`src/rtl/slt_pkg.sv`:
```
// Shared types, constants and character classes for the stack language tokenizer.
`default_nettype none

package slt_pkg;

	localparam int CFG_W   = 7;
	localparam int CHAR_W  = 8;
	localparam int VALUE_W = 32;

	localparam logic [CFG_W-1:0] MAX_CHARS_RESET = 7'd127;

	localparam logic [CHAR_W-1:0] CH_NUL     = 8'd0;
	localparam logic [CHAR_W-1:0] CH_TAB     = 8'd9;
	localparam logic [CHAR_W-1:0] CH_CR      = 8'd13;
	localparam logic [CHAR_W-1:0] CH_SPACE   = 8'd32;
	localparam logic [CHAR_W-1:0] CH_PERCENT = 8'd37;
	localparam logic [CHAR_W-1:0] CH_STAR    = 8'd42;
	localparam logic [CHAR_W-1:0] CH_PLUS    = 8'd43;
	localparam logic [CHAR_W-1:0] CH_MINUS   = 8'd45;
	localparam logic [CHAR_W-1:0] CH_SLASH   = 8'd47;
	localparam logic [CHAR_W-1:0] CH_ZERO    = 8'd48;
	localparam logic [CHAR_W-1:0] CH_NINE    = 8'd57;
	localparam logic [CHAR_W-1:0] CH_UPPER_A = 8'd65;
	localparam logic [CHAR_W-1:0] CH_UPPER_Z = 8'd90;
	localparam logic [CHAR_W-1:0] CH_LOWER_A = 8'd97;
	localparam logic [CHAR_W-1:0] CH_LOWER_Z = 8'd122;

	typedef enum logic [4:0] {
		MODE_IDLE   = 5'b00001,
		MODE_NUMBER = 5'b00010,
		MODE_MINUS  = 5'b00100,
		MODE_SYMBOL = 5'b01000,
		MODE_ERROR  = 5'b10000
	} mode_t;

	typedef enum logic [1:0] {
		KIND_INT = 2'd0,
		KIND_SYM = 2'd1,
		KIND_END = 2'd2,
		KIND_ERR = 2'd3
	} token_kind_t;

	typedef struct packed {
		mode_t               mode;
		logic [VALUE_W-1:0]  acc;
		logic                neg;
		logic [CFG_W-1:0]    len;
		logic [CHAR_W-1:0]   held;
	} state_t;

	localparam state_t STATE_CLEAR = '{
		mode: MODE_IDLE, acc: '0, neg: 1'b0, len: '0, held: '0
	};

	typedef struct packed {
		token_kind_t               kind;
		logic signed [VALUE_W-1:0] value;
		logic                      symbol_end;
		logic                      run_last;
	} token_t;

	// Up to two results per character, already packed in order.
	typedef struct packed {
		logic [1:0] n;
		token_t     r0;
		token_t     r1;
	} push_t;

	function automatic logic is_space(input logic [CHAR_W-1:0] c);
		return (c == CH_SPACE) || (c >= CH_TAB && c <= CH_CR);
	endfunction

	function automatic logic is_digit(input logic [CHAR_W-1:0] c);
		return (c >= CH_ZERO) && (c <= CH_NINE);
	endfunction

	function automatic logic is_symch(input logic [CHAR_W-1:0] c);
		return (c >= CH_UPPER_A && c <= CH_UPPER_Z) ||
		       (c >= CH_LOWER_A && c <= CH_LOWER_Z) ||
		       (c == CH_PLUS) || (c == CH_MINUS) || (c == CH_STAR) ||
		       (c == CH_SLASH) || (c == CH_PERCENT);
	endfunction

endpackage

`default_nettype wire

```
`src/rtl/slt_if.sv`:
```
// Valid/ready channel interfaces for characters in and tokens out.
`default_nettype none

interface slt_char_if;
	logic       valid;
	logic       ready;
	logic [7:0] char_code;

	modport source (output valid, output char_code, input ready);
	modport sink   (input valid, input char_code, output ready);
endinterface

interface slt_token_if;
	logic               valid;
	logic               ready;
	logic [1:0]         token_kind;
	logic signed [31:0] token_value;
	logic               symbol_end;
	logic               run_last;

	modport source (output valid, output token_kind, output token_value,
		output symbol_end, output run_last, input ready);
	modport sink   (input valid, input token_kind, input token_value,
		input symbol_end, input run_last, output ready);
endinterface

`default_nettype wire

```
`src/rtl/slt_step.sv`:
```
// Next-state and result logic for one text character.
`default_nettype none

module slt_step (
	input  slt_pkg::state_t                st,
	input  logic [slt_pkg::CHAR_W-1:0]     c,
	input  logic [slt_pkg::CFG_W-1:0]      max_chars,
	output slt_pkg::state_t                ns,
	output slt_pkg::push_t                 push
);
	import slt_pkg::*;

	logic                 a_v, b_v;
	token_t               a, b;
	logic                 ts_go, dig_go;
	logic [CFG_W-1:0]     dig_len;
	logic [VALUE_W-1:0]   dig_acc;
	logic                 dig_neg;
	logic [VALUE_W-1:0]   dig_val;
	logic [VALUE_W-1:0]   num_out;
	token_t               r0, r1;

	assign dig_val = {{(VALUE_W-CHAR_W){1'b0}}, c - CH_ZERO};
	assign num_out = st.neg ? (~st.acc + 32'd1) : st.acc;

	always_comb begin
		ns      = st;
		a_v     = 1'b0;
		b_v     = 1'b0;
		a       = '{kind: KIND_INT, value: '0, symbol_end: 1'b0, run_last: 1'b0};
		b       = a;
		ts_go   = 1'b0;
		dig_go  = 1'b0;
		dig_len = st.len;
		dig_acc = st.acc;
		dig_neg = st.neg;

		unique case (st.mode)
			MODE_NUMBER: begin
				if (is_digit(c)) begin
					dig_go = 1'b1;
				end else begin
					a_v   = 1'b1;
					a     = '{kind: KIND_INT, value: $signed(num_out),
						symbol_end: 1'b0, run_last: 1'b0};
					ts_go = 1'b1;
				end
			end
			MODE_MINUS: begin
				if (is_digit(c)) begin
					dig_go  = 1'b1;
					dig_len = 7'd1;
					dig_acc = '0;
					dig_neg = 1'b1;
				end else if (is_symch(c)) begin
					a_v     = 1'b1;
					a       = '{kind: KIND_SYM, value: 32'(CH_MINUS),
						symbol_end: 1'b0, run_last: 1'b0};
					ns.mode = MODE_SYMBOL;
					ns.held = c;
				end else begin
					a_v   = 1'b1;
					a     = '{kind: KIND_SYM, value: 32'(CH_MINUS),
						symbol_end: 1'b1, run_last: 1'b0};
					ts_go = 1'b1;
				end
			end
			MODE_SYMBOL: begin
				a_v = 1'b1;
				a   = '{kind: KIND_SYM, value: 32'(st.held),
					symbol_end: !is_symch(c), run_last: 1'b0};
				if (is_symch(c)) begin
					ns.held = c;
				end else begin
					ts_go = 1'b1;
				end
			end
			MODE_ERROR: begin
				if (c == CH_NUL) begin
					ns  = STATE_CLEAR;
					a_v = 1'b1;
					a   = '{kind: KIND_END, value: '0, symbol_end: 1'b0, run_last: 1'b0};
				end
			end
			MODE_IDLE: begin
				ts_go = 1'b1;
			end
			default: begin
				ts_go = 1'b1;
			end
		endcase

		// start of a new token
		if (ts_go) begin
			ns = STATE_CLEAR;
			if (c == CH_NUL) begin
				b_v = 1'b1;
				b   = '{kind: KIND_END, value: '0, symbol_end: 1'b0, run_last: 1'b0};
			end else if (is_space(c)) begin
				ns.mode = MODE_IDLE;
			end else if (is_digit(c)) begin
				dig_go  = 1'b1;
				dig_len = '0;
				dig_acc = '0;
				dig_neg = 1'b0;
			end else if (c == CH_MINUS) begin
				ns.mode = MODE_MINUS;
			end else if (is_symch(c)) begin
				ns.mode = MODE_SYMBOL;
				ns.held = c;
			end else begin
				ns.mode = MODE_ERROR;
				b_v     = 1'b1;
				b       = '{kind: KIND_ERR, value: '0, symbol_end: 1'b0, run_last: 1'b0};
			end
		end

		// digit append: x10 as two shifts and an add
		if (dig_go) begin
			if (dig_len >= max_chars) begin
				ns      = STATE_CLEAR;
				ns.mode = MODE_ERROR;
				b_v     = 1'b1;
				b       = '{kind: KIND_ERR, value: '0, symbol_end: 1'b0, run_last: 1'b0};
			end else begin
				ns.mode = MODE_NUMBER;
				ns.len  = dig_len + 7'd1;
				ns.acc  = (dig_acc << 3) + (dig_acc << 1) + dig_val;
				ns.neg  = dig_neg;
			end
		end
	end

	always_comb begin
		r0 = a_v ? a : b;
		r1 = b;
		if (a_v && b_v) begin
			r1.run_last = 1'b1;
		end else begin
			r0.run_last = 1'b1;
		end
		push.n  = {1'b0, a_v} + {1'b0, b_v};
		push.r0 = r0;
		push.r1 = r1;
	end

endmodule

`default_nettype wire

```
`src/rtl/slt_res_fifo.sv`:
```
// Four-entry result queue, two pushes and one pop per cycle.
`default_nettype none

module slt_res_fifo (
	input  logic           clk,
	input  logic           arst_n,
	input  slt_pkg::push_t push,
	output logic           room,
	output logic           out_valid,
	input  logic           out_ready,
	output slt_pkg::token_t out_data
);
	import slt_pkg::*;

	token_t     mem_q [4];
	logic [1:0] wr_ptr_q, rd_ptr_q;
	logic [2:0] count_q;
	logic       pop;

	assign out_valid = (count_q != 3'd0);
	assign out_data  = mem_q[rd_ptr_q];
	assign pop       = out_valid && out_ready;
	assign room      = (count_q < 3'd3);

	always_ff @(posedge clk) begin
		if (push.n != 2'd0) begin
			mem_q[wr_ptr_q] <= push.r0;
		end
		if (push.n == 2'd2) begin
			mem_q[wr_ptr_q + 2'd1] <= push.r1;
		end
	end

	always_ff @(posedge clk or negedge arst_n) begin
		if (!arst_n) begin
			wr_ptr_q <= '0;
			rd_ptr_q <= '0;
			count_q  <= '0;
		end else begin
			wr_ptr_q <= wr_ptr_q + push.n;
			rd_ptr_q <= rd_ptr_q + {1'b0, pop};
			count_q  <= count_q + {1'b0, push.n} - {2'b0, pop};
		end
	end

endmodule

`default_nettype wire

```
`src/rtl/stack_language_tokenizer_core.sv`:
```
// Top level of the streaming stack language tokenizer.
//
//  channel    dir  transfer  payload
//  char_in    in   1 char    char_code[7:0]
//  token_out  out  1 token   token_kind[1:0], token_value[31:0], symbol_end, run_last
//  cfg        in   write     cfg_wdata[6:0] -> max_number_chars (reset 127)
//
// One character per cycle while the queue has room: input register, then scan
// logic (classify, one x10 accumulate) pushing 0..2 tokens into a four-entry queue.
// With the queue empty, a char passes the input register, then the queue as a token.
// Two tokens from one character leave one at a time; the port limits rate then.
// arst_n clears scan state, queue and max_number_chars to 127.
// Input stalls only while the queue has fewer than two free entries.
`default_nettype none

module stack_language_tokenizer_core (
	input  logic                         clk,
	input  logic                         arst_n,
	slt_char_if.sink                     char_in,
	slt_token_if.source                  token_out,
	input  logic                         cfg_we,
	input  logic [slt_pkg::CFG_W-1:0]    cfg_wdata
);
	import slt_pkg::*;

	// input register
	logic [CHAR_W-1:0] char_s1;
	logic              valid_s1;

	// scan state and config
	state_t            state_q, state_next;
	logic [CFG_W-1:0]  max_chars_q;

	push_t             step_push, fifo_push;
	logic              room;
	logic              advance;
	logic              fifo_valid;
	token_t            fifo_data;

	// the held character is scanned once the queue can take both tokens
	assign advance       = valid_s1 && room;
	assign char_in.ready = !valid_s1 || advance;

	always_ff @(posedge clk or negedge arst_n) begin
		if (!arst_n) begin
			valid_s1 <= 1'b0;
		end else if (char_in.valid && char_in.ready) begin
			valid_s1 <= 1'b1;
		end else if (advance) begin
			valid_s1 <= 1'b0;
		end
	end

	always_ff @(posedge clk) begin
		if (char_in.valid && char_in.ready) begin
			char_s1 <= char_in.char_code;
		end
	end

	always_ff @(posedge clk or negedge arst_n) begin
		if (!arst_n) begin
			max_chars_q <= MAX_CHARS_RESET;
		end else if (cfg_we) begin
			max_chars_q <= cfg_wdata;
		end
	end

	always_ff @(posedge clk or negedge arst_n) begin
		if (!arst_n) begin
			state_q <= STATE_CLEAR;
		end else if (advance) begin
			state_q <= state_next;
		end
	end

	slt_step u_step (
		.st        (state_q),
		.c         (char_s1),
		.max_chars (max_chars_q),
		.ns        (state_next),
		.push      (step_push)
	);

	// nothing enters the queue unless the character is actually consumed
	always_comb begin
		fifo_push   = step_push;
		fifo_push.n = advance ? step_push.n : 2'd0;
	end

	slt_res_fifo u_fifo (
		.clk       (clk),
		.arst_n    (arst_n),
		.push      (fifo_push),
		.room      (room),
		.out_valid (fifo_valid),
		.out_ready (token_out.ready),
		.out_data  (fifo_data)
	);

	assign token_out.valid       = fifo_valid;
	assign token_out.token_kind  = fifo_data.kind;
	assign token_out.token_value = fifo_data.value;
	assign token_out.symbol_end  = fifo_data.symbol_end;
	assign token_out.run_last    = fifo_data.run_last;

`ifndef ASSERT_OFF
	// in error mode only end-of-text produces anything
	a_err_quiet: assert property (@(posedge clk) disable iff (!arst_n)
		(advance && state_q.mode == MODE_ERROR && char_s1 != CH_NUL)
		|-> (step_push.n == 2'd0))
		else $error("tokens emitted while skipping after a syntax error");

	// an end marker always leaves the scanner idle
	a_end_idle: assert property (@(posedge clk) disable iff (!arst_n)
		(fifo_push.n != 2'd0 && fifo_push.r0.kind == KIND_END) ||
		(fifo_push.n == 2'd2 && fifo_push.r1.kind == KIND_END)
		|=> (state_q.mode == MODE_IDLE))
		else $error("scanner not idle after end marker");

	// a two-token character always ends in end marker or error
	a_pair_tail: assert property (@(posedge clk) disable iff (!arst_n)
		(fifo_push.n == 2'd2)
		|-> (fifo_push.r1.kind == KIND_END || fifo_push.r1.kind == KIND_ERR))
		else $error("unexpected second token for one character");

	// symbol_end only rides on symbol tokens
	a_symend_kind: assert property (@(posedge clk) disable iff (!arst_n)
		(token_out.valid && token_out.symbol_end)
		|-> (token_out.token_kind == KIND_SYM))
		else $error("symbol_end set on a non-symbol token");
`endif

endmodule

`default_nettype wire
```
`src/flat_wrapper.sv`:
```
// flat-port wrapper written by rule: the top's interface ports become plain ports
module stack_language_tokenizer_core_flat import slt_pkg::*;
  (clk, arst_n, cfg_we, cfg_wdata, char_in_valid, char_in_char_code, char_in_ready, token_out_valid, token_out_token_kind, token_out_token_value, token_out_symbol_end, token_out_run_last, token_out_ready);
  slt_char_if char_in_i ();
  slt_token_if token_out_i ();
  input  logic clk;
  input  logic arst_n;
  input  logic cfg_we;
  input  logic [slt_pkg::CFG_W-1:0] cfg_wdata;
  input wire logic [$bits(char_in_i.valid)-1:0] char_in_valid;
  input wire logic [$bits(char_in_i.char_code)-1:0] char_in_char_code;
  output wire logic [$bits(char_in_i.ready)-1:0] char_in_ready;
  output wire logic [$bits(token_out_i.valid)-1:0] token_out_valid;
  output wire logic [$bits(token_out_i.token_kind)-1:0] token_out_token_kind;
  output wire logic [$bits(token_out_i.token_value)-1:0] token_out_token_value;
  output wire logic [$bits(token_out_i.symbol_end)-1:0] token_out_symbol_end;
  output wire logic [$bits(token_out_i.run_last)-1:0] token_out_run_last;
  input wire logic [$bits(token_out_i.ready)-1:0] token_out_ready;
  assign char_in_i.valid = char_in_valid;
  assign char_in_i.char_code = char_in_char_code;
  assign char_in_ready = char_in_i.ready;
  assign token_out_valid = token_out_i.valid;
  assign token_out_token_kind = token_out_i.token_kind;
  assign token_out_token_value = token_out_i.token_value;
  assign token_out_symbol_end = token_out_i.symbol_end;
  assign token_out_run_last = token_out_i.run_last;
  assign token_out_i.ready = token_out_ready;
  stack_language_tokenizer_core u_core (.clk(clk), .arst_n(arst_n), .char_in(char_in_i), .token_out(token_out_i), .cfg_we(cfg_we), .cfg_wdata(cfg_wdata));
endmodule
```
`config.mk`:
```
export PLATFORM = sky130hd
export DESIGN_NAME = stack_language_tokenizer_core_flat
export DESIGN_NICKNAME = d
export VERILOG_FILES = /design/src/rtl/slt_pkg.sv /design/src/rtl/slt_if.sv /design/src/rtl/slt_step.sv /design/src/rtl/slt_res_fifo.sv /design/src/rtl/stack_language_tokenizer_core.sv /design/src/flat_wrapper.sv
export SDC_FILE = /design/constraint.sdc
export NUM_CORES = 1
export LEC_CHECK = 0
export BUFFER_PORTS_ARGS = -buffer_cell sky130_fd_sc_hd__buf_2
export CAP_MARGIN = 20
export CORE_MARGIN = 1.5
export CORE_UTILIZATION = 55
export DETAILED_ROUTE_END_ITERATION = 7
export HOLD_SLACK_MARGIN = 0.12
export PLACE_DENSITY = 0.72
export SLEW_MARGIN = 10
export SYNTH_ARGS = -nofsm -noshare
export SYNTH_HDL_FRONTEND = slang
export SYNTH_SLANG_ARGS = --single-unit
```
`constraint.sdc`:
```
create_clock -name clk -period 9.6 [get_ports clk]
set_input_delay 1.92 -clock clk [delete_from_list [all_inputs] [get_ports clk]]
set_output_delay 1.92 -clock clk [all_outputs]
set_load 0.02 [all_outputs]
```
* Yosys cells after proc, flatten, opt, wreduce, memory -nomap -nowiden *
Memories as Yosys holds them, arrays and structs flattened.
Index checks and enable logic that the tools add are counted.

storage, ports and cells
  bits in registers = 76
  RAM bits = 144
  input bits = 20
  output and inout port bits = 38
  logic and storage cells = 159
  memories kept = 1

cells by class
  add/sub/neg operators = 11
  $lt $le $gt $ge = 10
  equal/unequal tests = 14
  muxes and demuxes = 83
  bitwise operators = 1
  reductions and logical operators = 28

memory list
  memory               words  bits a word  rd ports  clocked after Yosys merged registers in  wr ports  RTL line            RTL
  u_core.u_fifo.mem_q  4      36           1         0                                        2         slt_res_fifo.sv:15  token_t mem_q [4];

operator list
  operator                                                            count
  2-to-1 mux 36 bit                                                   11
  2-to-1 mux 31 bit                                                   6
  2-to-1 mux 53 bit                                                   3
  one-hot mux 36 bit (4 select lines)                                 1
  2-to-1 mux 8 bit                                                    8
  equality test 8 x 6 -> 1 bit (second input constant)                6
  2-to-1 mux 45 bit                                                   1
  2-to-1 mux 7 bit                                                    6
  2-to-1 mux 40 bit                                                   1
  2-to-1 mux 5 bit                                                    7
  2-to-1 mux 34 bit                                                   1
  adder 32 x 1 -> 32 bit (second input constant)                      1
  adder 32 bit                                                        1
  adder 32 x 8 -> 32 bit                                              1
  2-to-1 mux 32 bit                                                   1
  NOT 32 bit                                                          1
  2-to-1 mux 1 bit                                                    31
  one-hot mux 8 bit (3 select lines)                                  1
  greater-or-equal comparator 8 x 7 -> 1 bit (second input constant)  2
  less-or-equal comparator 8 x 7 -> 1 bit (second input constant)     2
  != test 4 bit (second input constant)                               3
  one-hot mux 5 bit (2 select lines)                                  1
  nonzero test 3 bit                                                  3
  greater-or-equal comparator 8 x 4 -> 1 bit (second input constant)  1
  30 further kinds                                                    47

* Depth between registers and ports, before layout *
Gate-level depths: netlist of the first run.

  depth in word-level cells = 21
  depth in mapped cells = 25
  mapped depth without buffers = 24

* Modules after synthesis *
A second synthesis of the first run with hierarchy kept.

unflattened totals
  cell total of the unflattened synthesis = 1246
  area total of the unflattened synthesis = 14725.4 um^2

by module, submodules not included
  module                         instances  cells each  area each (um^2)  seq. area each (um^2)
  slt_res_fifo                   1          390         7359.6            4499.3
  slt_step                       1          715         4778.3            0.0
  stack_language_tokenizer_core  1          141         2587.5            1776.7

* Least setup slack after synthesis of the first run *
No wires, ideal clock.

  kind = reg-to-reg
  start = reg u_core.char_s1[4]
  end = mem u_core.u_fifo.mem_q[0][0] in the netlist's numbering, enable pin
  library setup time = 0.300 ns
  data arrival time = 5.477 ns
  path slack = 3.823 ns
  cell stages (with the launch flop) = 25
  clock period less this slack = 5.777 ns
  cells stage by stage = edfxtp_1 -> inv_1 -> ha_1 -> or3b_1 -> a2111o_1 -> o221a_2 -> o2bb2ai_1 -> o31a_1 -> buf_2 -> clkbuf_1 -> and2_1 -> ha_1 -> a21o_1 -> a21oi_1 -> o21ai_0 -> a31o_2 -> and2_1 -> nor2_1 -> inv_1 -> ha_1 -> o21ai_1 -> nor3_1 -> nor2_1 -> clkbuf_1 -> inv_1

RTL lines
  element                   RTL line                             RTL
  start: declaration        stack_language_tokenizer_core.sv:27  logic [CHAR_W-1:0] char_s1;
  start signal: assignment  stack_language_tokenizer_core.sv:56  char_s1 <= char_in.char_code;
  end: declaration          slt_res_fifo.sv:15

==> results.md, run 1 <==
- Largest net degree at the start of global routing: 69
- Post-CTS Repair Setup Buffers: 0
- Library cells used by synthesis: 83
- Clock Latency Late Sink: 0.54 ns
- Psw: 1307 uW
- Max Clock Skew: 0.008105 ns
- Post-CTS sizing: 0
- Pwr/cell area: 244.6 mW/mm2
- Root Buffer: clkbuf_16
- Fin nets: 1,396
- Core Region: 0.02250 mm2
- Critical Path Max Stage Delay: 0.57 ns
- Internal Power: 2078 uW
- WHS Endpoint: u_core.u_fifo.mem_q[2][28]$_SDFFE_PP0P_
- Non-filler cells, final: 1,599
- CTS tree: done
- CP Class: reg2reg
- Synthesized area per cell: 9.869 um2
- Crit Reg-Reg Startpoint: u_core.char_s1[4]$_DFFE_PP_
- First-pass GRT wire length: 50.45 mm
- Final period util: 0.7053
- Gate power share: 0.372
- Unrepaired setup endpoints after global routing: no
- Worst EP arrival: 7.25 ns
- Worst slew margin: 0.3169
- Number of diodes: 0
- Worst vdd ir: 0.1623 mV
- Starting density of the core: 0.5561
- Worst reg2reg path endpoint: u_core.u_fifo.mem_q[3][17]$_SDFFE_PP0P_
- GPL Wtd Cong: 0.9178
- Max-cap violations: 0
- # DRC: 0
- Worst-path maximum fanout: 47
- 1st-iter DRT viols: 788
- Mapped Area: 0.01251 mm2
- Pwr Total: 3386 uW
- GRT Overall Usage: 0.2626
- Max Transition Viols Final: 0
- Critical path endpoint category: register
- Die Ht: 153.8 um
- Port bufs: 57
- Sequential fraction of design power: 0.343
- FP Rows: 55
- Proportion of layout cells with a drive suffix above 1: 0.1514
- Final hold vios: 0
- Vias: 9,980
- Die area: 0.02367 mm2
- Critical path buffer and inverter count: 5
- Worst slew pin tran: 1.025 ns
- TritonCTS Buffers: 25
- Grt ovf: 0
- CP Launch Type: register
- Slowest CP cell: nor2_2
- Number of global-route vias before repair: 9,608
- FF+latch count, synth: 220
- Depth of the CTS H-tree: 1
- Net Sw Frac: 0.3862
- CTS Sinks: 220
- Worst Path Required: 10.08 ns
- Post-Syn Instances: 1,268
- R2R depth: 24
- Delay-heaviest family, CP: compound AO/OA/AOI/OAI gates
- Ys Warns: 0
- Layout area overhead: 10.61%
- CTS max path bufs: 3
- Async S/R FF share, synth: 0.3091
- Hold_ws: 0.4513 ns
- DPL Wire Length: 21.64 mm
- Utilization of the core after routing: 0.6151
- Most frequent cells in the layout: dfxtp_1 (132), nand2_1 (114), a22o_1 (114)
- Hold-critical path depth: 2
- Routed Antenna Nets: 0
- Post-CTS Hold Fix Bufs: 0
- Clk slew on worst S/H paths: 0.06 ns
- Die Wd: 153.8 um
- Reg2Reg Setup Slack: 2.83 ns
- First-pass DRT Iterations: 7
- HP Class: reg2reg
- Crit path cell chain: inv_1, ha_1, or3b_1, a2111o_1, o221a_2, o2bb2ai_1, o31a_1, buf_4, and2_1, ha_1, a21o_1, a21oi_1, o21ai_0, a31o_2, and2_1, nor2_1, inv_1, ha_1, o21ai_1, nor2_2, buf_4, nor2_2, buf_4, a22o_1
- Max Clk Rate: 0.1477 GHz
- Endpoints failing setup: 0
- I/O pin count: 58
- Sum of negative setup slack: 0 ns
- Total Wirelength: 30.86 mm
- Sequential share of the synthesized area: 0.3959
- Clock Power Share: 0.285
- Min Tclk post-route: 6.771 ns
- DP Cell Count: 1,553
- Worst hold path startpoint: u_core.u_fifo.mem_q[2][28]$_SDFFE_PP0P_
- Commonest non-fill, non-tap cell in the layout: dfxtp_1
- Outcome: completed
- Initial antenna violation count: 0
- Most common flop cell mapped by yosys: dfxtp_1
- Per-cell routed wire length: 19.30 um
- Count of flip-flops with a built-in enable after synthesis: 20
- Pleak: 0.006064 uW
- Vias per cell: 6.241
- Post-Syn Nets: 1,369
==> registers in the layout (all words and copies together), names as in the netlist <==
signal,flops
u_core.state_q,53
u_core.valid_s1,1
u_core.max_chars_q,7
u_core.u_fifo.count_q,3
u_core.char_s1,8
u_core.u_fifo.wr_ptr_q,2
u_core.u_fifo.mem_q,144
u_core.u_fifo.rd_ptr_q,2
==> worst max-delay path by stage <==
stage / start / to / slack (ns) / cells past startpoint
final: u_core.char_s1[4]$_DFFE_PP_ / u_core.u_fifo.mem_q[3][17]$_SDFFE_PP0P_ / 2.83 / 24
after global routing: u_core.char_s1[4]$_DFFE_PP_ / u_core.u_fifo.mem_q[3][32]$_SDFFE_PP0P_ / 2.29 / 25
after CTS: u_core.char_s1[4]$_DFFE_PP_ / u_core.u_fifo.mem_q[3][17]$_SDFFE_PP0P_ / 2.89 / 24
after detailed placement: u_core.char_s1[4]$_DFFE_PP_ / u_core.u_fifo.mem_q[3][19]$_SDFFE_PP0P_ / 2.92 / 24
after global placement: u_core.char_s1[4]$_DFFE_PP_ / u_core.u_fifo.mem_q[3][17]$_SDFFE_PP0P_ / 3.13 / 24
after floorplan: u_core.char_s1[4]$_DFFE_PP_ / u_core.u_fifo.mem_q[0][0]$_DFFE_PP_ / 3.82 / 24
==> power groups by stage <==
stage                     sequential, uW  clock, uW  combinational, uW
final                               1160        966               1260
after global routing                1170       1010               1390
after CTS                           1160        980               1260
after detailed placement            1170          0               1250
after global placement              1170          0               1220
after floorplan                     1120          0                994
==> cells in the mapped netlist, types with 12 or more instances <==
master / number / area [um2]
xor2_1: 48 / 420.4
and3_1: 13 / 81.33
o21ai_1: 22 / 110.1
buf_2: 14 / 70.07
ha_1: 78 / 975.9
and2_1: 44 / 275.3
a21oi_1: 72 / 360.4
mux4_2: 36 / 810.8
edfxtp_1: 20 / 600.6
nor2_1: 71 / 266.5
dfxtp_1: 132 / 2643
dfrtp_1: 60 / 1501
o31ai_1: 12 / 90.09
nor3_1: 21 / 105.1
clkbuf_1: 51 / 191.4
a21o_1: 15 / 112.6
xnor2_1: 22 / 192.7
a22o_1: 114 / 998.5
o21ai_0: 76 / 380.4
nand3_1: 21 / 105.1
nand2_1: 114 / 427.9
inv_1: 37 / 138.9
==> worst min-delay path, delay by kind of cell, from the launching register on <==
kind	cells	cell delay [ns]
DFF	1	0.32
AOI/OAI and AO/OA	1	0.06
and+or+nand+nor	1	0.04
==> layout make-up <==
cell class,count,area (um2)
clock inverters,8,62.56
flip-flops and latches,220,4956
multi-input cells,940,7148
fillers,1859,8661
repair buffers,71,390.4
well taps,285,356.6
inverters,37,138.9
clock buffers,38,789.5
==> cell families (layout without fill, tap and decap cells) <==
kind of cell / Yosys count / after routing / share of synthesized area
fa+ha+maj: 81 / 81 / 0.08278
flops: 220 / 220 / 0.3959
buf+inv: 108 / 154 / 0.03469
simple gates: 336 / 336 / 0.1315
mux: 39 / 39 / 0.06729
compound gates: 414 / 414 / 0.2389
xor+xnor: 70 / 70 / 0.04899
==> per-stage QoR <==
| stage | setup slack, ns | instance area [um2] |
|---|---|---|
| after detailed placement | 2.922 | 12990 |
| after global placement | 3.129 | 12990 |
| after floorplan | 3.823 | 12510 |
| after global routing | 2.289 | 13840 |
| final | 2.829 | 13840 |
| after CTS | 2.891 | 13840 |
==> layer usage <==
| layer | track usage | share of wire |
|---|---|---|
| met5 | 0 | 0 |
| met4 | 0.06981 | 0.026 |
| met3 | 0.03298 | 0.060 |
| met2 | 0.4281 | 0.46 |
| met1 | 0.3703 | 0.45 |
Note: power is estimated with default switching activity, not from simulation.
==> run 2: changes to the inputs <==
Settings changed: PLACE_DENSITY 0.72 to 0.74.
Clock period 9.6 ns to 5.9 ns, I/O delays scaled along.
==> results.md, run 2 (same netlist as run 1, synthesis figures left out) <==
- Outcome: completed (unchanged)
- DPL Wire Length: 21.79 mm (was 21.64 mm)
- Number of global-route vias before repair: 9,802 (was 9,608)
- Worst slew pin tran: 0.8991 ns (was 1.025 ns)
- 1st-iter DRT viols: 679 (was 788)
- Pwr Total: 5551 uW (was 3386 uW)
- Max reg flops: 144 (unchanged)
- First-pass DRT Iterations: 5 (was 7)
- Die Ht: 153.8 um (unchanged)
- CTS max path bufs: 3 (unchanged)
- HP Class: reg2reg (unchanged)
- Endpoints failing setup: 0 (unchanged)
- R2R depth: 21 (was 24)
- Clock Latency Late Sink: 0.54 ns (about the same)
- Per-cell routed wire length: 19.22 um (was 19.30 um)
- Layout area overhead: 11.98% (was 10.61%)
- Utilization of the core after routing: 0.6227 (was 0.6151)
- Post-CTS Hold Fix Bufs: 0 (unchanged)
- Number of diodes: 0 (unchanged)
- Max Clk Rate: 0.1800 GHz (was 0.1477 GHz)
- Top Metal Used: met4 (unchanged)
- Die Wd: 153.8 um (unchanged)
- Max-cap violations: 0 (unchanged)
- Fin nets: 1,414 (was 1,396)
- Proportion of layout cells with a drive suffix above 1: 0.1644 (was 0.1514)
- Top reg by flops: u_core.u_fifo.mem_q (unchanged)
- Hold_ws: 0.4541 ns (was 0.4513 ns)
- GPL Wtd Cong: 0.9119 (was 0.9178)
- Most frequent cells in the layout: dfxtp_1 (132), nand2_1 (114), a22o_1 (114) (unchanged)
- Commonest non-fill, non-tap cell in the layout: dfxtp_1 (unchanged)
- Core Region: 0.02250 mm2 (unchanged)
- Vias: 9,963 (was 9,980)
- Pwr/cell area: 396.1 mW/mm2 (was 244.6 mW/mm2)
- Worst EP arrival: 5.97 ns (was 7.25 ns)
- Met1 wire length: 14.20 mm (was 14.02 mm)
- First-pass GRT wire length: 50.94 mm (was 50.45 mm)
- Port bufs: 57 (unchanged)
- I/O pin count: 58 (unchanged)
- Total Wirelength: 31.07 mm (was 30.86 mm)
- Initial antenna violation count: 0 (unchanged)
- Min Tclk post-route: 5.555 ns (was 6.771 ns)
- Met2 wire len: 14.41 mm (was 14.20 mm)
- CTS Sinks: 220 (unchanged)
- Critical path endpoint category: register (unchanged)
- Routed Antenna Nets: 0 (unchanged)
- Final period util: 0.9415 (was 0.7053)
- CP Launch Type: register (unchanged)
- FP Rows: 55 (unchanged)
- GRT Overall Usage: 0.2653 (was 0.2626)
- Top flop regs: u_core.u_fifo.mem_q (144), u_core.state_q (53), u_core.char_s1 (8) (unchanged)
- Pre-CTS WS: 0.2303 ns (was 2.922 ns)
- WL met3: 1.758 mm (was 1.843 mm)
- Max Clock Skew: 0.02366 ns (was 0.008105 ns)
- CP Class: reg2reg (unchanged)
- # DRC: 0 (unchanged)
- Worst Path Required: 6.32 ns (was 10.08 ns)
- Die area: 0.02367 mm2 (unchanged)
- Worst vdd ir: 0.2602 mV (was 0.1623 mV)
- Pleak: 0.006172 uW (was 0.006064 uW)
- TritonCTS Buffers: 25 (unchanged)
- Worst slew margin: 0.4006 (was 0.3169)
- Largest net degree at the start of global routing: 69 (unchanged)
- Max Transition Viols Final: 0 (unchanged)
- CTS tree: done (unchanged)
- Sum of negative setup slack: 0 ns (unchanged)
- Grt ovf: 0 (unchanged)
- Hold-critical path depth: 2 (unchanged)
- Final hold vios: 0 (unchanged)
- Worst-path maximum fanout: 23 (was 47)
- Starting density of the core: 0.5561 (unchanged)
- Vias per cell: 6.161 (was 6.241)
- Depth of the CTS H-tree: 1 (unchanged)
- Root Buffer: clkbuf_16 (unchanged)
- Final setup margin: 0.3453 ns (was 2.829 ns)
- Clk slew on worst S/H paths: 0.06 ns (about the same)
run 2: through the flow:
stage          cells  area [um2]
2_1_floorplan   1268       12510
3_3_place_gp    1565       13090
3_5_place_dp    1565       13090
4_1_cts         1611       13920
5_1_grt         1617       14010
6_report        1617       14010
run 2: worst max-delay path, cell delays in order, from the launching register on:
cell and delay (ns):
edfxtp_1 0.38, inv_1 0.15, ha_1 0.21, or3b_1 0.43, a2111o_1 0.46, o221a_2 0.17
o2bb2ai_1 0.21, o31a_1 0.29, buf_4 0.22, and2_1 0.18, ha_1 0.24, a21oi_1 0.13
o21ai_0 0.10, a31o_2 0.30, and2_1 0.18, nor2_1 0.17, inv_1 0.06, ha_1 0.34
nor3_1 0.51, nor2_4 0.18, buf_4 0.27, a22o_1 0.25
run 2: path summary, 6_finish.rpt:
path                                                         startpoint                                       to  slack [ns]
max in group asynchronous                                        arst_n      u_core.u_fifo.rd_ptr_q[0]$_DFF_PN0_        4.42
worst max-delay path                        u_core.char_s1[4]$_DFFE_PP_  u_core.u_fifo.mem_q[0][33]$_SDFFE_PP0P_        0.35
min in group asynchronous                                        arst_n            u_core.state_q[8]$_DFFE_PN0P_        0.85
worst max register to register              u_core.char_s1[4]$_DFFE_PP_  u_core.u_fifo.mem_q[0][33]$_SDFFE_PP0P_        0.35
worst min register to register  u_core.u_fifo.mem_q[1][26]$_SDFFE_PP0P_  u_core.u_fifo.mem_q[1][26]$_SDFFE_PP0P_        0.45
worst min-delay path            u_core.u_fifo.mem_q[1][26]$_SDFFE_PP0P_  u_core.u_fifo.mem_q[1][26]$_SDFFE_PP0P_        0.45
run 2: power breakdown:
| part | switching [uW] | internal, uW |
|---|---|---|
| sequential | 205 | 1710 |
| clock | 629 | 903 |
| combinational | 1320 | 791 |
run 2: area by class of cell:
cell class | count | area (um2)
fillers | 1864 | 8489
multi-input cells | 940 | 7168
flip-flops and latches | 220 | 4956
clock buffers | 38 | 767.0
repair buffers | 89 | 569.3
well taps | 285 | 356.6
inverters | 37 | 138.9
clock inverters | 8 | 57.56
run 2: what timing repair did:
item                       CTS  global route
setup buffers                0             6
setup endpoints to repair    0           126
resized for setup            0            12
run 2: per-layer routing:
| layer | GRT usage | vias to the layer above |
|---|---|---|
| met1 | 0.3675 | 4779 |
| li1 | - | 4810 |
| met5 | 0 | - |
| met4 | 0.08044 | 0 |
| met3 | 0.03016 | 52 |
| met2 | 0.4381 | 322 |
==> run 3: changes to the inputs <==
--- a/config.mk
+++ b/config.mk
@@ -13,2 +13,3 @@
 export HOLD_SLACK_MARGIN = 0.12
+export MAX_ROUTING_LAYER = met4
 export PLACE_DENSITY = 0.74
==> constraint.sdc (replaced) <==
create_clock -name clk -period 5.9 [get_ports clk]
set_input_delay 0.59 -clock clk [delete_from_list [all_inputs] [get_ports clk]]
set_output_delay 0.59 -clock clk [all_outputs]
set_load 0.02 [all_outputs]
==> results.md, run 3 (same netlist as run 1, synthesis figures left out) <==
- Die Ht: 153.8 um (unchanged)
- CP Launch Type: register (unchanged)
- CTS tree: done (unchanged)
- Post-CTS Hold Fix Bufs: 0 (unchanged)
- Core Region: 0.02250 mm2 (unchanged)
- Outcome: finished, violations left (was completed)
- Max-cap violations: 0 (unchanged)
- First-pass GRT wire length: 52.03 mm (was 50.94 mm)
- Delay-heaviest family, CP: compound AO/OA/AOI/OAI gates (unchanged)
- Critical Path Max Stage Delay: 0.51 ns (about the same)
- Port bufs: 57 (unchanged)
- Max reg flops: 144 (unchanged)
- Number of global-route vias before repair: 9,959 (was 9,802)
- Clock Latency Late Sink: 0.54 ns (about the same)
- Grt ovf: 0 (unchanged)
- Proportion of layout cells with a drive suffix above 1: 0.1714 (was 0.1644)
- Slowest CP cell: a31oi_1 (was nor3_1)
- Min Tclk post-route: 5.543 ns (was 5.555 ns)
- Max Clock Skew: 0.009773 ns (was 0.02366 ns)
- Root Buffer: clkbuf_16 (unchanged)
- GRT Overall Usage: 0.2789 (was 0.2653)
- Final setup margin: 0.3567 ns (was 0.3453 ns)
- GPL Wtd Cong: 0.9314 (was 0.9119)
- Layout area overhead: 12.72% (was 11.98%)
- Hold_ws: 0.2291 ns (was 0.4541 ns)
- Vias per cell: 6.220 (was 6.161)
- First-pass DRT Iterations: 8 (was 5)
- Pwr/cell area: 402.8 mW/mm2 (was 396.1 mW/mm2)
- Most frequent cells in the layout: dfxtp_1 (132), nand2_1 (114), a22o_1 (114) (unchanged)
- Depth of the CTS H-tree: 1 (unchanged)
- DPL Wire Length: 21.77 mm (was 21.79 mm)
- Number of diodes: 0 (unchanged)
- Crit path cell chain: buf_4, ha_1, a31oi_1, o221a_2, o2bb2ai_2, or3_1, o21ai_0, ha_1, nand2b_1, a21o_1, a21oi_1, o21ai_0, a31o_2, and2_1, nor2_1, inv_1, ha_1, buf_4, nand2_1, ha_1, inv_1, ha_1, fa_1, xnor2_1 (was inv_1, ha_1, or3b_1, a2111o_1, o221a_2, o2bb2ai_1, o31a_1, buf_4, and2_1, ha_1, a21oi_1, o21ai_0, a31o_2, and2_1, nor2_1, inv_1, ha_1, nor3_1, nor2_4, buf_4, a22o_1)
- Worst EP arrival: 6.00 ns (was 5.97 ns)
- CP Class: reg2reg (unchanged)
- Worst vdd ir: 0.2631 mV (was 0.2602 mV)
- FP Rows: 55 (unchanged)
- Failing checks: design-rule violations
- Top flop regs: u_core.u_fifo.mem_q (144), u_core.state_q (53), u_core.char_s1 (8) (unchanged)
- Final hold vios: 0 (unchanged)
- Critical path buffer and inverter count: 4 (unchanged)
- Sum of negative setup slack: 0 ns (unchanged)
- I/O pin count: 58 (unchanged)
- Fillers: 1,814 (was 1,864)
- Max Transition Viols Final: 0 (unchanged)
- Worst slew pin tran: 0.9046 ns (was 0.8991 ns)
- CTS Sinks: 220 (unchanged)
- Commonest non-fill, non-tap cell in the layout: dfxtp_1 (unchanged)
- # DRC: 1 (was 0)
- Max Clk Rate: 0.1804 GHz (was 0.1800 GHz)
- Clk slew on worst S/H paths: 0.06 ns (about the same)
- HP Class: in2reg (was reg2reg)
- Largest net degree at the start of global routing: 69 (unchanged)
- 1st-iter DRT viols: 868 (was 679)
- Top reg by flops: u_core.u_fifo.mem_q (unchanged)
- Starting density of the core: 0.5561 (unchanged)
- Critical path endpoint category: register (unchanged)
- Unrepaired setup endpoints after global routing: no
- Worst-path maximum fanout: 6 (was 23)
- Worst Path Required: 6.36 ns (was 6.32 ns)
- Initial antenna violation count: 0 (unchanged)
- Endpoints failing setup: 0 (unchanged)
- Top cell by count, worst path: ha_1 (unchanged)
- Worst slew margin: 0.3969 (was 0.4006)
- Pre-CTS WS: 0.1278 ns (was 0.2303 ns)
- Pleak: 0.006216 uW (was 0.006172 uW)
- CTS max path bufs: 3 (unchanged)
- Vias: 10,080 (was 9,963)
- Fin nets: 1,418 (was 1,414)
- Die area: 0.02367 mm2 (unchanged)
- Die Wd: 153.8 um (unchanged)
- Final period util: 0.9395 (was 0.9415)
- TritonCTS Buffers: 25 (unchanged)
- Total Wirelength: 31.48 mm (was 31.07 mm)
- Routed Antenna Nets: 0 (unchanged)
- Utilization of the core after routing: 0.6269 (was 0.6227)
- Per-cell routed wire length: 19.42 um (was 19.22 um)
run 3: area by class of cell:
| type | instances | area [um2] | area share |
|---|---|---|---|
| Clock inverter | 8 | 88.84 | 0.006298 |
| Multi-Input combinational cell | 940 | 7192 | 0.5098 |
| Timing Repair Buffer | 93 | 575.6 | 0.04080 |
| Clock buffer | 38 | 798.3 | 0.05659 |
| Inverter | 37 | 138.9 | 0.009846 |
| Tap cell | 285 | 356.6 | 0.02528 |
| Sequential cell | 220 | 4956 | 0.3513 |
run 3: metrics by stage:
stage	std cells	cell area (um2)	power, uW
4_1_cts	1618	14030	5664
3_5_place_dp	1572	13150	4029
5_1_grt	1621	14110	5988
6_report	1621	14110	5682
3_3_place_gp	1572	13150	3989
2_1_floorplan	1268	12510	3439
run 3: power by group:
part	internal [uW]	leakage (uW)	switching (uW)
registers	1710	0.00214	172
logic	799	0.00364	1370
clock network	985	0.000441	642
run 3: per-layer routing:
| metal | routed length (um) | track usage |
|---|---|---|
| met1 | 14190 | 0.3767 |
| met2 | 14340 | 0.4409 |
| met4 | 791 | 0.08322 |
| met3 | 2161 | 0.03495 |
| met5 | 0 | - |
run 3: worst register-to-register path: cells and delay by family, from the launching register on:
family	cells	cell delay [ns]
xor+xnor	1	0.18
compound gates	8	1.81
buf+inv	4	0.44
simple gates	5	0.93
flops	1	0.45
fa+ha+maj	6	1.67
run 3: worst paths after layout:
kind,start,end,slack (ns),cells past startpoint
setup / recovery,u_core.char_s1[5]$_DFFE_PP_,u_core.u_fifo.count_q[2]$_DFF_PN0_,0.36,24
hold / removal,char_in_char_code[1],u_core.char_s1[1]$_DFFE_PP_,0.23,1
setup reg to reg,u_core.char_s1[5]$_DFFE_PP_,u_core.u_fifo.count_q[2]$_DFF_PN0_,0.36,24
hold reg to reg,u_core.u_fifo.mem_q[2][25]$_SDFFE_PP0P_,u_core.u_fifo.mem_q[2][25]$_SDFFE_PP0P_,0.45,2
max in group asynchronous,arst_n,u_core.u_fifo.rd_ptr_q[0]$_DFF_PN0_,5.00,2
min in group asynchronous,arst_n,u_core.state_q[13]$_DFFE_PN0P_,0.25,2
run 3: what timing repair did:
action,in CTS,in global routing
endpoints found under the hold margin,0,0
setup buffers,0,3
setup endpoints to repair,0,139
gates resized for setup,0,11
